<file path="src/sv/bcru_pkg.sv">
// ----------------------------------------------------------------------------
// bcru_pkg
// Shared types and constants for the branch/call/return unit: opcode codes,
// flag bit positions, instruction classes and the decoded queue entry.
// ----------------------------------------------------------------------------
`default_nettype none

package bcru_pkg;

	// Opcode codes (unprefixed)
	localparam logic [7:0] OP_MASK_CC = 8'hC7;
	localparam logic [7:0] OP_JP_CC   = 8'hC2;
	localparam logic [7:0] OP_CALL_CC = 8'hC4;
	localparam logic [7:0] OP_RET_CC  = 8'hC0;
	localparam logic [7:0] OP_JP      = 8'hC3;
	localparam logic [7:0] OP_JP_HL   = 8'hE9;
	localparam logic [7:0] OP_CALL    = 8'hCD;
	localparam logic [7:0] OP_RET     = 8'hC9;
	localparam logic [7:0] OP_DI      = 8'hF3;
	localparam logic [7:0] OP_EI      = 8'hFB;

	// Opcode codes (after ED prefix)
	localparam logic [7:0] OP_IM0 = 8'h46;
	localparam logic [7:0] OP_IM1 = 8'h56;
	localparam logic [7:0] OP_IM2 = 8'h5E;

	// Flag bit positions
	localparam int FLG_S  = 7;
	localparam int FLG_Z  = 6;
	localparam int FLG_PV = 2;
	localparam int FLG_C  = 0;

	// Interrupt modes
	localparam logic [1:0] IM_MODE0 = 2'd0;
	localparam logic [1:0] IM_MODE1 = 2'd1;
	localparam logic [1:0] IM_MODE2 = 2'd2;

	// Instruction length offsets and stack step
	localparam logic [15:0] LEN1     = 16'd1;
	localparam logic [15:0] LEN2     = 16'd2;
	localparam logic [15:0] LEN3     = 16'd3;
	localparam logic [15:0] SP_STEP  = 16'd2;

	// Extra cycle counts
	localparam logic [2:0] EXTRA_NONE = 3'd0;
	localparam logic [2:0] EXTRA_RETC = 3'd6;
	localparam logic [2:0] EXTRA_CALL = 3'd7;

	// Decoupling queue depth
	localparam int QDEPTH   = 2;
	localparam int QPTR_W   = (QDEPTH > 1) ? $clog2(QDEPTH) : 1;
	localparam int QCNT_W   = $clog2(QDEPTH + 1);

	// Instruction classes
	typedef enum logic [2:0] {
		CLS_UNREC = 3'd0,
		CLS_JUMP  = 3'd1,
		CLS_CALL  = 3'd2,
		CLS_RETC  = 3'd3,
		CLS_RET   = 3'd4,
		CLS_DI    = 3'd5,
		CLS_EI    = 3'd6,
		CLS_IM    = 3'd7
	} cls_t;

	// Decoded instruction as it travels from front to back
	typedef struct packed {
		cls_t        cls;
		logic        tk;      // condition resolved: jump/call/return taken
		logic [1:0]  mode;    // new interrupt mode for IM
		logic [15:0] pc;
		logic [15:0] sp;
		logic [15:0] target;  // immediate, HL or stack word as the class needs
	} entry_t;

endpackage

`default_nettype wire

</file>
<file path="src/sv/bcru_front.sv">
// ----------------------------------------------------------------------------
// bcru_front
// Decode stage: classifies the opcode, resolves the branch condition against
// the flags and picks the jump target, producing one queue entry.
// ----------------------------------------------------------------------------
`default_nettype none

module bcru_front
	import bcru_pkg::*;
(
	input  wire logic [7:0]  opcode,
	input  wire logic        ed_prefix,
	input  wire logic [7:0]  flags,
	input  wire logic [15:0] pc,
	input  wire logic [15:0] sp,
	input  wire logic [15:0] hl,
	input  wire logic [15:0] immediate,
	input  wire logic [15:0] stack_word,
	output entry_t           entry
);

	logic [2:0] sel;
	logic       flag_bit;
	logic       cond;

	// Condition: opcode bits 5..3 pick flag and polarity (odd = flag set)
	assign sel = opcode[5:3];

	always_comb begin
		unique case (sel[2:1])
			2'd0:    flag_bit = flags[FLG_Z];
			2'd1:    flag_bit = flags[FLG_C];
			2'd2:    flag_bit = flags[FLG_PV];
			default: flag_bit = flags[FLG_S];
		endcase
	end

	assign cond = sel[0] ? flag_bit : ~flag_bit;

	// Classification
	always_comb begin
		entry        = '0;
		entry.cls    = CLS_UNREC;
		entry.tk     = 1'b0;
		entry.mode   = IM_MODE0;
		entry.pc     = pc;
		entry.sp     = sp;
		entry.target = immediate;
		if (ed_prefix) begin
			unique case (opcode)
				OP_IM0: begin
					entry.cls  = CLS_IM;
					entry.mode = IM_MODE0;
				end
				OP_IM1: begin
					entry.cls  = CLS_IM;
					entry.mode = IM_MODE1;
				end
				OP_IM2: begin
					entry.cls  = CLS_IM;
					entry.mode = IM_MODE2;
				end
				default: entry.cls = CLS_UNREC;
			endcase
		end else begin
			priority if ((opcode & OP_MASK_CC) == OP_JP_CC || opcode == OP_JP) begin
				entry.cls = CLS_JUMP;
				entry.tk  = (opcode == OP_JP) | cond;
			end else if (opcode == OP_JP_HL) begin
				entry.cls    = CLS_JUMP;
				entry.tk     = 1'b1;
				entry.target = hl;
			end else if ((opcode & OP_MASK_CC) == OP_CALL_CC || opcode == OP_CALL) begin
				entry.cls = CLS_CALL;
				entry.tk  = (opcode == OP_CALL) | cond;
			end else if ((opcode & OP_MASK_CC) == OP_RET_CC) begin
				entry.cls    = CLS_RETC;
				entry.tk     = cond;
				entry.target = stack_word;
			end else if (opcode == OP_RET) begin
				entry.cls    = CLS_RET;
				entry.tk     = 1'b1;
				entry.target = stack_word;
			end else if (opcode == OP_DI) begin
				entry.cls = CLS_DI;
			end else if (opcode == OP_EI) begin
				entry.cls = CLS_EI;
			end else begin
				entry.cls = CLS_UNREC;
			end
		end
	end

endmodule

`default_nettype wire

</file>
<file path="src/sv/bcru_queue.sv">
// ----------------------------------------------------------------------------
// bcru_queue
// Short FIFO of decoded entries between the decode and execute stages.
// ----------------------------------------------------------------------------
`default_nettype none

module bcru_queue
	import bcru_pkg::*;
(
	input  wire logic   clk,
	input  wire logic   arst_n,
	input  wire logic   push,
	input  entry_t      push_data,
	input  wire logic   pop,
	output logic        not_empty,
	output logic        full,
	output entry_t      head
);

	entry_t              mem_q [QDEPTH];
	logic [QPTR_W-1:0]   wr_ptr_q;
	logic [QPTR_W-1:0]   rd_ptr_q;
	logic [QCNT_W-1:0]   count_q;
	logic                do_push;
	logic                do_pop;

	assign not_empty = (count_q != '0);
	assign full      = (count_q == QCNT_W'(QDEPTH));
	assign head      = mem_q[rd_ptr_q];
	assign do_push   = push & ~full;
	assign do_pop    = pop & not_empty;

	// Entry storage
	always_ff @(posedge clk) begin
		if (do_push) begin
			mem_q[wr_ptr_q] <= push_data;
		end
	end

	// Pointers and fill count
	always_ff @(posedge clk or negedge arst_n) begin
		if (!arst_n) begin
			wr_ptr_q <= '0;
			rd_ptr_q <= '0;
			count_q  <= '0;
		end else begin
			if (do_push) begin
				wr_ptr_q <= (wr_ptr_q == QPTR_W'(QDEPTH - 1)) ? '0 : wr_ptr_q + 1'b1;
			end
			if (do_pop) begin
				rd_ptr_q <= (rd_ptr_q == QPTR_W'(QDEPTH - 1)) ? '0 : rd_ptr_q + 1'b1;
			end
			if (do_push && !do_pop) begin
				count_q <= count_q + 1'b1;
			end else if (do_pop && !do_push) begin
				count_q <= count_q - 1'b1;
			end
		end
	end

endmodule

`default_nettype wire

</file>
<file path="src/sv/bcru_back.sv">
// ----------------------------------------------------------------------------
// bcru_back
// Execute stage: computes next PC/SP and the push request, keeps the
// interrupt flip-flops and mode, and holds the result in an output register.
// ----------------------------------------------------------------------------
`default_nettype none

module bcru_back
	import bcru_pkg::*;
(
	input  wire logic         clk,
	input  wire logic         arst_n,
	input  wire logic         q_valid,
	input  entry_t            head,
	output logic              q_pop,
	output logic              out_valid,
	input  wire logic         out_ready,
	output logic [15:0]       next_pc,
	output logic [15:0]       next_sp,
	output logic              push_valid,
	output logic [15:0]       push_word,
	output logic              taken,
	output logic [2:0]        extra_cycles,
	output logic              iff1_out,
	output logic              iff2_out,
	output logic [1:0]        int_mode_out,
	output logic              recognized
);

	logic        valid_q;
	logic        iff1_q;
	logic        iff2_q;
	logic [1:0]  int_mode_q;
	logic        load;

	logic [15:0] pc_len1;
	logic [15:0] pc_len2;
	logic [15:0] pc_len3;
	logic [15:0] sp_dec;
	logic [15:0] sp_inc;

	logic [15:0] npc;
	logic [15:0] nsp;
	logic        pv;
	logic [15:0] pw;
	logic        tk;
	logic [2:0]  ex;
	logic        rec;
	logic        iff1_d;
	logic        iff2_d;
	logic [1:0]  mode_d;

	logic [15:0] next_pc_q;
	logic [15:0] next_sp_q;
	logic        push_valid_q;
	logic [15:0] push_word_q;
	logic        taken_q;
	logic [2:0]  extra_q;
	logic        recognized_q;

	// Take the queue head whenever the output register is free or draining
	assign load  = q_valid & (~valid_q | out_ready);
	assign q_pop = load;

	// Address arithmetic, wraps modulo 2^16
	assign pc_len1 = head.pc + LEN1;
	assign pc_len2 = head.pc + LEN2;
	assign pc_len3 = head.pc + LEN3;
	assign sp_dec  = head.sp - SP_STEP;
	assign sp_inc  = head.sp + SP_STEP;

	// Execute
	always_comb begin
		npc    = head.pc;
		nsp    = head.sp;
		pv     = 1'b0;
		pw     = '0;
		tk     = 1'b0;
		ex     = EXTRA_NONE;
		rec    = 1'b1;
		iff1_d = iff1_q;
		iff2_d = iff2_q;
		mode_d = int_mode_q;
		unique case (head.cls)
			CLS_JUMP: begin
				npc = head.tk ? head.target : pc_len3;
				tk  = head.tk;
			end
			CLS_CALL: begin
				if (head.tk) begin
					nsp = sp_dec;
					pv  = 1'b1;
					pw  = pc_len3;
					npc = head.target;
					tk  = 1'b1;
					ex  = EXTRA_CALL;
				end else begin
					npc = pc_len3;
				end
			end
			CLS_RETC: begin
				if (head.tk) begin
					npc = head.target;
					nsp = sp_inc;
					tk  = 1'b1;
					ex  = EXTRA_RETC;
				end else begin
					npc = pc_len1;
				end
			end
			CLS_RET: begin
				npc = head.target;
				nsp = sp_inc;
				tk  = 1'b1;
			end
			CLS_DI: begin
				iff1_d = 1'b0;
				iff2_d = 1'b0;
				npc    = pc_len1;
			end
			CLS_EI: begin
				iff1_d = 1'b1;
				iff2_d = 1'b1;
				npc    = pc_len1;
			end
			CLS_IM: begin
				mode_d = head.mode;
				npc    = pc_len2;
			end
			default: begin
				rec = 1'b0;
			end
		endcase
	end

	// Control state: output valid and interrupt state
	always_ff @(posedge clk or negedge arst_n) begin
		if (!arst_n) begin
			valid_q    <= 1'b0;
			iff1_q     <= 1'b0;
			iff2_q     <= 1'b0;
			int_mode_q <= IM_MODE0;
		end else begin
			if (load) begin
				valid_q    <= 1'b1;
				iff1_q     <= iff1_d;
				iff2_q     <= iff2_d;
				int_mode_q <= mode_d;
			end else if (out_ready) begin
				valid_q <= 1'b0;
			end
		end
	end

	// Result payload
	always_ff @(posedge clk) begin
		if (load) begin
			next_pc_q    <= npc;
			next_sp_q    <= nsp;
			push_valid_q <= pv;
			push_word_q  <= pw;
			taken_q      <= tk;
			extra_q      <= ex;
			recognized_q <= rec;
		end
	end

	assign out_valid    = valid_q;
	assign next_pc      = next_pc_q;
	assign next_sp      = next_sp_q;
	assign push_valid   = push_valid_q;
	assign push_word    = push_word_q;
	assign taken        = taken_q;
	assign extra_cycles = extra_q;
	assign iff1_out     = iff1_q;
	assign iff2_out     = iff2_q;
	assign int_mode_out = int_mode_q;
	assign recognized   = recognized_q;

endmodule

`default_nettype wire

</file>
<file path="src/sv/cpu_branch_call_return_unit.sv">
// ----------------------------------------------------------------------------
// cpu_branch_call_return_unit
// Executes one jump, call, return or interrupt-control instruction per
// transaction and reports next PC/SP, push request and interrupt state.
// ----------------------------------------------------------------------------
// Throughput is one instruction per clock while out_ready stays high. A decode
// stage classifies each instruction and resolves its condition into a two-entry
// queue, written at the input transaction's edge; the execute stage then loads
// the queue head into an output register, which holds the result until it is
// taken. in_ready drops
// only when the queue is full because the output side has stalled, which
// happens after three transactions are held. Interrupt enable flip-flops and
// interrupt mode are held in the execute stage and updated in instruction
// order; all three reset to zero. Unrecognized opcodes return
// recognized = 0 with PC and SP passed through and the state unchanged.
`default_nettype none

module cpu_branch_call_return_unit
	import bcru_pkg::*;
(
	input  wire logic        clk,
	input  wire logic        arst_n,

	input  wire logic        in_valid,
	output logic             in_ready,
	input  wire logic [7:0]  opcode,
	input  wire logic        ed_prefix,
	input  wire logic [7:0]  flags,
	input  wire logic [15:0] pc,
	input  wire logic [15:0] sp,
	input  wire logic [15:0] hl,
	input  wire logic [15:0] immediate,
	input  wire logic [15:0] stack_word,

	output logic             out_valid,
	input  wire logic        out_ready,
	output logic [15:0]      next_pc,
	output logic [15:0]      next_sp,
	output logic             push_valid,
	output logic [15:0]      push_word,
	output logic             taken,
	output logic [2:0]       extra_cycles,
	output logic             iff1_out,
	output logic             iff2_out,
	output logic [1:0]       int_mode_out,
	output logic             recognized
);

	entry_t dec_entry;
	entry_t q_head;
	logic   q_full;
	logic   q_not_empty;
	logic   q_pop;

	assign in_ready = ~q_full;

	// Decode
	bcru_front u_front (
		.opcode     (opcode),
		.ed_prefix  (ed_prefix),
		.flags      (flags),
		.pc         (pc),
		.sp         (sp),
		.hl         (hl),
		.immediate  (immediate),
		.stack_word (stack_word),
		.entry      (dec_entry)
	);

	// Decoupling queue
	bcru_queue u_queue (
		.clk       (clk),
		.arst_n    (arst_n),
		.push      (in_valid & in_ready),
		.push_data (dec_entry),
		.pop       (q_pop),
		.not_empty (q_not_empty),
		.full      (q_full),
		.head      (q_head)
	);

	// Execute
	bcru_back u_back (
		.clk          (clk),
		.arst_n       (arst_n),
		.q_valid      (q_not_empty),
		.head         (q_head),
		.q_pop        (q_pop),
		.out_valid    (out_valid),
		.out_ready    (out_ready),
		.next_pc      (next_pc),
		.next_sp      (next_sp),
		.push_valid   (push_valid),
		.push_word    (push_word),
		.taken        (taken),
		.extra_cycles (extra_cycles),
		.iff1_out     (iff1_out),
		.iff2_out     (iff2_out),
		.int_mode_out (int_mode_out),
		.recognized   (recognized)
	);

endmodule

`default_nettype wire

</file>
<file path="config.mk">
export PLATFORM = sky130hd
export DESIGN_NAME = cpu_branch_call_return_unit
export DESIGN_NICKNAME = d
export VERILOG_FILES = /design/src/sv/bcru_pkg.sv /design/src/sv/bcru_front.sv /design/src/sv/bcru_queue.sv /design/src/sv/bcru_back.sv /design/src/sv/cpu_branch_call_return_unit.sv
export SDC_FILE = /design/constraint.sdc
export NUM_CORES = 1
export LEC_CHECK = 0
export ABC_AREA = 1
export BUFFER_PORTS_ARGS = -buffer_cell sky130_fd_sc_hd__buf_2
export CORE_MARGIN = 10
export CORE_UTILIZATION = 55
export CTS_CLUSTER_SIZE = 28
export DETAILED_ROUTE_END_ITERATION = 10
export GPL_TIMING_DRIVEN = 0
export PLACE_DENSITY = 0.82
export RECOVER_POWER = 25
export SKIP_CTS_REPAIR_TIMING = 1
export SLEW_MARGIN = 25
export SYNTH_ARGS = -nofsm -noshare
export SYNTH_HDL_FRONTEND = slang
export SYNTH_SLANG_ARGS = --single-unit
</file>
<file path="constraint.sdc">
create_clock -name clk -period 6.55 [get_ports clk]
set_input_delay 0.655 -clock clk [delete_from_list [all_inputs] [get_ports clk]]
set_output_delay 0.655 -clock clk [all_outputs]
set_load 0.02 [all_outputs]
</file>
---- After elaboration in Yosys (flattened, before gate mapping) ----
Memories as Yosys holds them, arrays and structs flattened.
Cells that the tools add are included.
storage, ports and cells
  bits in registers ....................... 62
  RAM bits ................................ 108
  input bits .............................. 101
  output and inout port bits .............. 60
  word-level logic and storage cells ...... 116
  memories ................................ 1
memories
  name           words  width  read ports  clocked after memory_dff  write ports  RTL line          RTL
  u_queue.mem_q  2      54     1           0                         1            bcru_queue.sv:20  entry_t mem_q [QDEPTH];
cells by class
  add/subtract/negate cells ............... 9
  equal/unequal tests ..................... 22
  multiplexer cells ....................... 42
  bitwise operators ....................... 10
  reduce and logical (&&, ||, !) cells .... 19
operators by type and width
  operator                 count
  $mux W16                 10
  $pmux W16 S5             1
  $add A16 B2 Y16 const B  3
  $eq A8 B8 Y1 const B     6
  $pmux W16 S3             1
  $eq A8 B7 Y1 const B     3
  $mux W3                  7
  $add A16 B1 Y16 const B  1
  $mux W4                  4
  $sub A16 B2 Y16 const B  1
  $eq A5 B5 Y1 const B     3
  $eq A3 B3 Y1 const B     4
  $mux W1                  11
  $reduce_bool A2 Y1       4
  $reduce_or A7 Y1         1
  $eq A3 B2 Y1 const B     2
  $mux W2                  3
  $pmux W1 S3              2
  $pmux W3 S2              1
  $reduce_and A2 Y1        3
  $reduce_or A2 Y1         3
  $and A1 B1 Y1            4
  $eq A2 B2 Y1 const B     2
  $pmux W2 S2              1
  other kinds (13)         21

---- Longest topological paths before layout ----
  word-level depth ........................ 9
  gate-level depth with buffers ........... 17
  depth with buffers taken out ............ 14

---- By module ----
A second synthesis with hierarchy kept.
second synthesis, totals
  cells, all modules ...................... 1179
  area, all modules ....................... 9854.5 µm²
by module, submodules not included
  module                       times used  cells an instance  area an instance (µm²)  sequential area each (µm²)
  bcru_back                    1           635                4367.9                  1691.6
  bcru_queue                   1           313                4185.3                  3343.2
  bcru_front                   1           228                1287.5                  0.0
  cpu_branch_call_return_unit  1           3                  13.8                    0.0

---- Least setup slack after synthesis ----
OpenSTA, ideal clock, no wires.
  kind .................................... input port to flip-flop
  start ................................... input out_ready
  end ..................................... register u_queue.count_q[1]
  library setup time ...................... 131 ps
  data arrival time ....................... 4606 ps
  required time ........................... 6419 ps
  setup slack ............................. 1813 ps
  cell stages on the path ................. 7
  path buffers ............................ 0
  cell sequence ........................... nor2_1 a21oi_1 inv_1 ha_1 a21oi_1 o21ai_0 xor2_1
on the way
  cells in the longest elaborated chain, start to end .. 6
  elaborated cells between the ends (all ways) .. 8
  those cells by class .................... mux (1); bitwise (3); reduce/logical (4)
RTL lines
  item                                                  RTL line                           RTL
  from (decl)                                           cpu_branch_call_return_unit.sv:36  input wire logic out_ready,
  $or A1 B1 Y1 *                                        bcru_back.sv:62                    assign load = q_valid & (~valid_q | out_ready);
  $and A1 B1 Y1 *                                       bcru_back.sv:62
  named net q_pop                                       cpu_branch_call_return_unit.sv:53  logic q_pop;
  $and A1 B1 Y1 *                                       bcru_queue.sv:31                   assign do_pop = pop & not_empty;
  $logic_not A1 Y1                                      bcru_queue.sv:53                   if (do_push && !do_pop) begin
  $logic_and A1 B1 Y1                                   bcru_queue.sv:53
  $mux W2 / $reduce_bool A2 Y1 (equally long branches)  n/a
  to (signal assigned)                                  bcru_queue.sv:54                   count_q <= count_q + 1'b1;
  to (signal assigned)                                  bcru_queue.sv:56                   count_q <= count_q - 1'b1;
  to (decl)                                             bcru_queue.sv:23                   logic [QCNT_W-1:0] count_q;
Mark *: on every way through the listed nets, which the timed path passes. The rest lies on a longest branch.
A chain may end at the register's enable or synchronous reset.

---- Worst setup path in the final report ----
  start ................................... register u_queue.rd_ptr_q
  end ..................................... register u_back.next_pc_q[15] (netlist: u_back.next_pc[15]), data pin
on the way
  cells in the longest elaborated chain, start to end .. 4
  elaborated cells between the ends (all ways) .. 16
  those cells by class .................... add/sub (3); eq/ne (7); mux (3); reduce/logical (2); memory (1)
RTL lines
  item                                           RTL line          RTL
  from (decl)                                    bcru_queue.sv:22  logic [QPTR_W-1:0] rd_ptr_q;
  from (signal assigned)                         bcru_queue.sv:51  rd_ptr_q <= (rd_ptr_q == QPTR_W'(QDEPTH - 1)) ? '0 : rd_ptr_q + 1'b1;
  $mem_v2 Z2 W54 *                               n/a
  $add A16 B1 Y16, or another cell as far along  bcru_back.sv:66   assign pc_len1 = head.pc + LEN1;
  $mux W16, or another cell as far along         bcru_back.sv:102  if (head.tk) begin
  $pmux W16 S5 *                                 bcru_back.sv:84   unique case (head.cls)
  named net u_back.npc[15]                       bcru_back.sv:42   logic [15:0] npc;
  to (signal assigned)                           bcru_back.sv:158  next_pc_q <= npc;
  to (decl)                                      bcru_back.sv:53   logic [15:0] next_pc_q;
Marked as above.

==> flow_summary.json <==
{
  "powerDensity_nw_per_um2": 517,
  "hold_viol": 0,
  "via_count": 8874,
  "syn_inst": 1138,
  "drt_iter0_drc": 1014,
  "synth_largest_area_cell": "edfxtp_1",
  "netlist_area_sq_um": 9620,
  "fmax_mhz": 302,
  "areaGrowthSynthToFinish_pct": 18.4,
  "async_flop_share_pct": 4.73,
  "synth_area_leaders": "edfxtp_1, nand2_1, nand3_1",
  "cap_violations": 1,
  "relSlewSlack_pct": -19.8,
  "critPathKind": "flip-flop to flip-flop",
  "die_area_sq_um": 23200,
  "hold_ws_ns": 0.166,
  "critPathMostFrequentCell": "nand2_1",
  "endpoint_kind": "flip-flop",
  "num_rows": 48,
  "ios": 161,
  "fill_cells": 1427,
  "port-buffer-count": 156,
  "synth_seq_cells": 169,
  "grt_max_degree": 27,
  "fin_util_pct": 66.1,
  "firstDrtPassIters": 5,
  "critical_path_buf_inv_count": 5,
  "grt_usage_pct": 25.7,
  "final_cells": 1557,
  "htree_levels": 4,
  "postSynthAreaPerCell_sq_um": 8.46,
  "synth_edf_count": 161,
  "start_util_pct": 55.8,
  "grt_overflow": 0,
  "core_sq_um": 17200,
  "synth_nets": 1247,
  "rsz0062_at_grt": "false",
  "ys_seq_area_share_pct": 52.3,
  "cp_max_fo": 10,
  "grt_pass1_wl_mm": 47.2,
  "cp.required_ns": 6.73,
  "grt_pass1_vias": 8558,
  "fp.dieW_um": 152,
  "holdCritPathClass": "primary input to async pin",
  "cp.arrival_ns": 3.49,
  "gp_congestion": 0.985,
  "synth-main-ff-cell": "edfxtp_1",
  "vdd_drop_max_uv": 324,
  "cts_root_buffer": "clkbuf_16",
  "cts_tree": "built",
  "slowest_stage": "ha_1",
  "antenna_found_initial": 0,
  "clk_pin_slew_worst_paths_ns": 0.07,
  "fin_nets": 1428,
  "cts_inserted_buffers": 17,
  "dpl.hpwl_mm": 23.3,
  "finalSetupViolCount": 0,
  "crit_chain": "buf_6 -> inv_6 -> buf_8 -> buf_6 -> nand2_1 -> nand2_1 -> ha_1 -> inv_1 -> nor2_1 -> nand2_1 -> nor2_1 -> nand3_1 -> nand3_1 -> nand2_1 -> nor2_1 -> nand3_1",
  "p_total_mw": 5.90,
  "fin_skew_ns": 0.0150,
  "fin_ws_ns": 3.24,
  "synth_cell_types": 44,
  "synthTopCellsByCount": "nand2_1, edfxtp_1, inv_1",
  "violations": "capacitance limit, slew limit",
  "insertion_delay_ns": 0.44,
  "fin_crit_sh_pct": 50.6,
  "yosysWarningCount": 0,
  "ant_nets": 0,
  "drcViolationCount": 0,
  "netlist.area_leader.share_pct": 50.2,
  "cts_sinks": 169,
  "layout_min_cycle_time_ns": 3.31,
  "drive_above_1_share_pct": 18.4,
  "antennaDiodeCount": 0,
  "tightestPinTransition_ns": 1.80,
  "slew_violations": 11,
  "dp_cells": 1525,
  "die_y_um": 152,
  "pre_cts_slack_ns": 3.31,
  "status": "finished, violations left",
  "wl_mm": 30.6,
  "yosysMostFrequentCell": "nand2_1",
  "start_kind": "flip-flop",
  "routedWlPerCell_um": 19.6,
  "slowest_delay_ns": 0.44,
  "crit_family": "simple AND/OR/NAND/NOR gates",
  "vias_per_cell": 5.70,
  "p_leak_nw": 5.03,
  "cts_buffer_depth": 2
}
## flip-flops by register name (all words and copies together), names as in the netlist
register             cells
u_back.extra_cycles      2
u_back.iff1_out          1
u_back.int_mode_out      2
u_back.next_pc          16
u_back.next_sp          16
u_back.out_valid         1
u_back.push_valid        1
u_back.push_word        16
u_back.recognized        1
u_back.taken             1
u_queue.count_q          2
u_queue.mem_q          108
u_queue.rd_ptr_q         1
u_queue.wr_ptr_q         1
## final timing paths
kind / depth (start not counted) / slack (ns) / from / endpoint
max: 16 / 3.24 / u_queue.rd_ptr_q / u_back.next_pc[15]
min: 1 / 0.17 / arst_n / u_queue.count_q[0]
max reg2reg: 16 / 3.24 / u_queue.rd_ptr_q / u_back.next_pc[15]
min reg2reg: 1 / 0.48 / u_queue.count_q[0] / u_queue.count_q[0]
max in group asynchronous: 1 / 6.03 / arst_n / u_queue.rd_ptr_q
min in group clk: 1 / 0.40 / sp[11] / u_queue.mem_q[0][27]
## worst register-to-register path, stage by stage (launching register included)
cell     delay (ns)
dfrtp_1        0.38
buf_6          0.15
inv_6          0.07
buf_8          0.14
buf_6          0.16
nand2_1        0.07
nand2_1        0.34
ha_1           0.45
inv_1          0.15
nor2_1         0.29
nand2_1        0.19
nor2_1         0.15
nand3_1        0.12
nand3_1        0.13
nand2_1        0.05
nor2_1         0.13
nand3_1        0.09
## report_power, final
group          switching [mW]  internal (mW)
logic                    2.22          0.860
clock network           0.458          0.583
registers              0.0942           1.68
total                    2.78           3.12
## cell families (layout without fill, tap and decap cells)
group | Yosys count | count (layout) | synth area share [%]
DFF | 169 | 169 | 52.3
and+or+nand+nor | 633 | 633 | 28.1
xor gates and xnor gates | 16 | 16 | 1.46
AOI/OAI and AO/OA | 151 | 151 | 9.39
adders and majority gates | 8 | 8 | 1.04
buffers and inverters | 156 | 350 | 7.14
muxes | 5 | 5 | 0.520
## per-layer routing
| metal | up-vias | track usage, % | wire [um] | share of wire, % |
|---|---|---|---|---|
| met3 | 60 | 5.31 | 2860 | 9.4 |
| met1 | 4119 | 34.8 | 13000 | 42 |
| met5 | - | 0 | 0 | 0 |
| met4 | 0 | 9.22 | 847 | 2.8 |
| li1 | 4198 | - | - | - |
| met2 | 497 | 39.8 | 13900 | 45 |
## placed cells by master (no fill, tap or decap), drive strengths merged, types with 2 or more instances in the layout
cell / netlist / routed
xor2: 14 / 14
clkinv: 3 / 6
o211ai: 20 / 20
o221ai: 4 / 4
clkbuf: 7 / 55
ha: 8 / 8
o2111ai: 2 / 2
or2: 18 / 18
a21oi: 37 / 37
a31oi: 9 / 9
nand2: 365 / 365
o22ai: 2 / 2
mux2i: 5 / 5
xnor2: 2 / 2
buf: 22 / 155
nand3: 103 / 103
clkinvlp: 0 / 2
bufinv: 0 / 2
nor3: 14 / 14
o21ai: 70 / 70
nor2: 114 / 114
inv: 124 / 130
edfxtp: 161 / 161
dfrtp: 8 / 8
nand4: 17 / 17
## per-stage QoR
stage / instance area [sq um] / setup TNS [ns]
6_report: 11400 / 0
5_1_grt: 11400 / 0
2_1_floorplan: 9620 / 0
3_5_place_dp: 10900 / 0
4_1_cts: 11500 / 0
3_3_place_gp: 10700 / -0.177
## final cells by class
cell class,instances,area [sq um],area share (%)
buffer,29,205,1.80
clock buffer,19,443,3.89
clock inverter,13,155,1.36
inverter,127,482,4.23
multi-input combinational,813,3900,34.2
sequential,169,5030,44.2
tap,225,282,2.47
timing repair buffer,162,895,7.85
No activity file was read; power rests on OpenSTA's default activity.
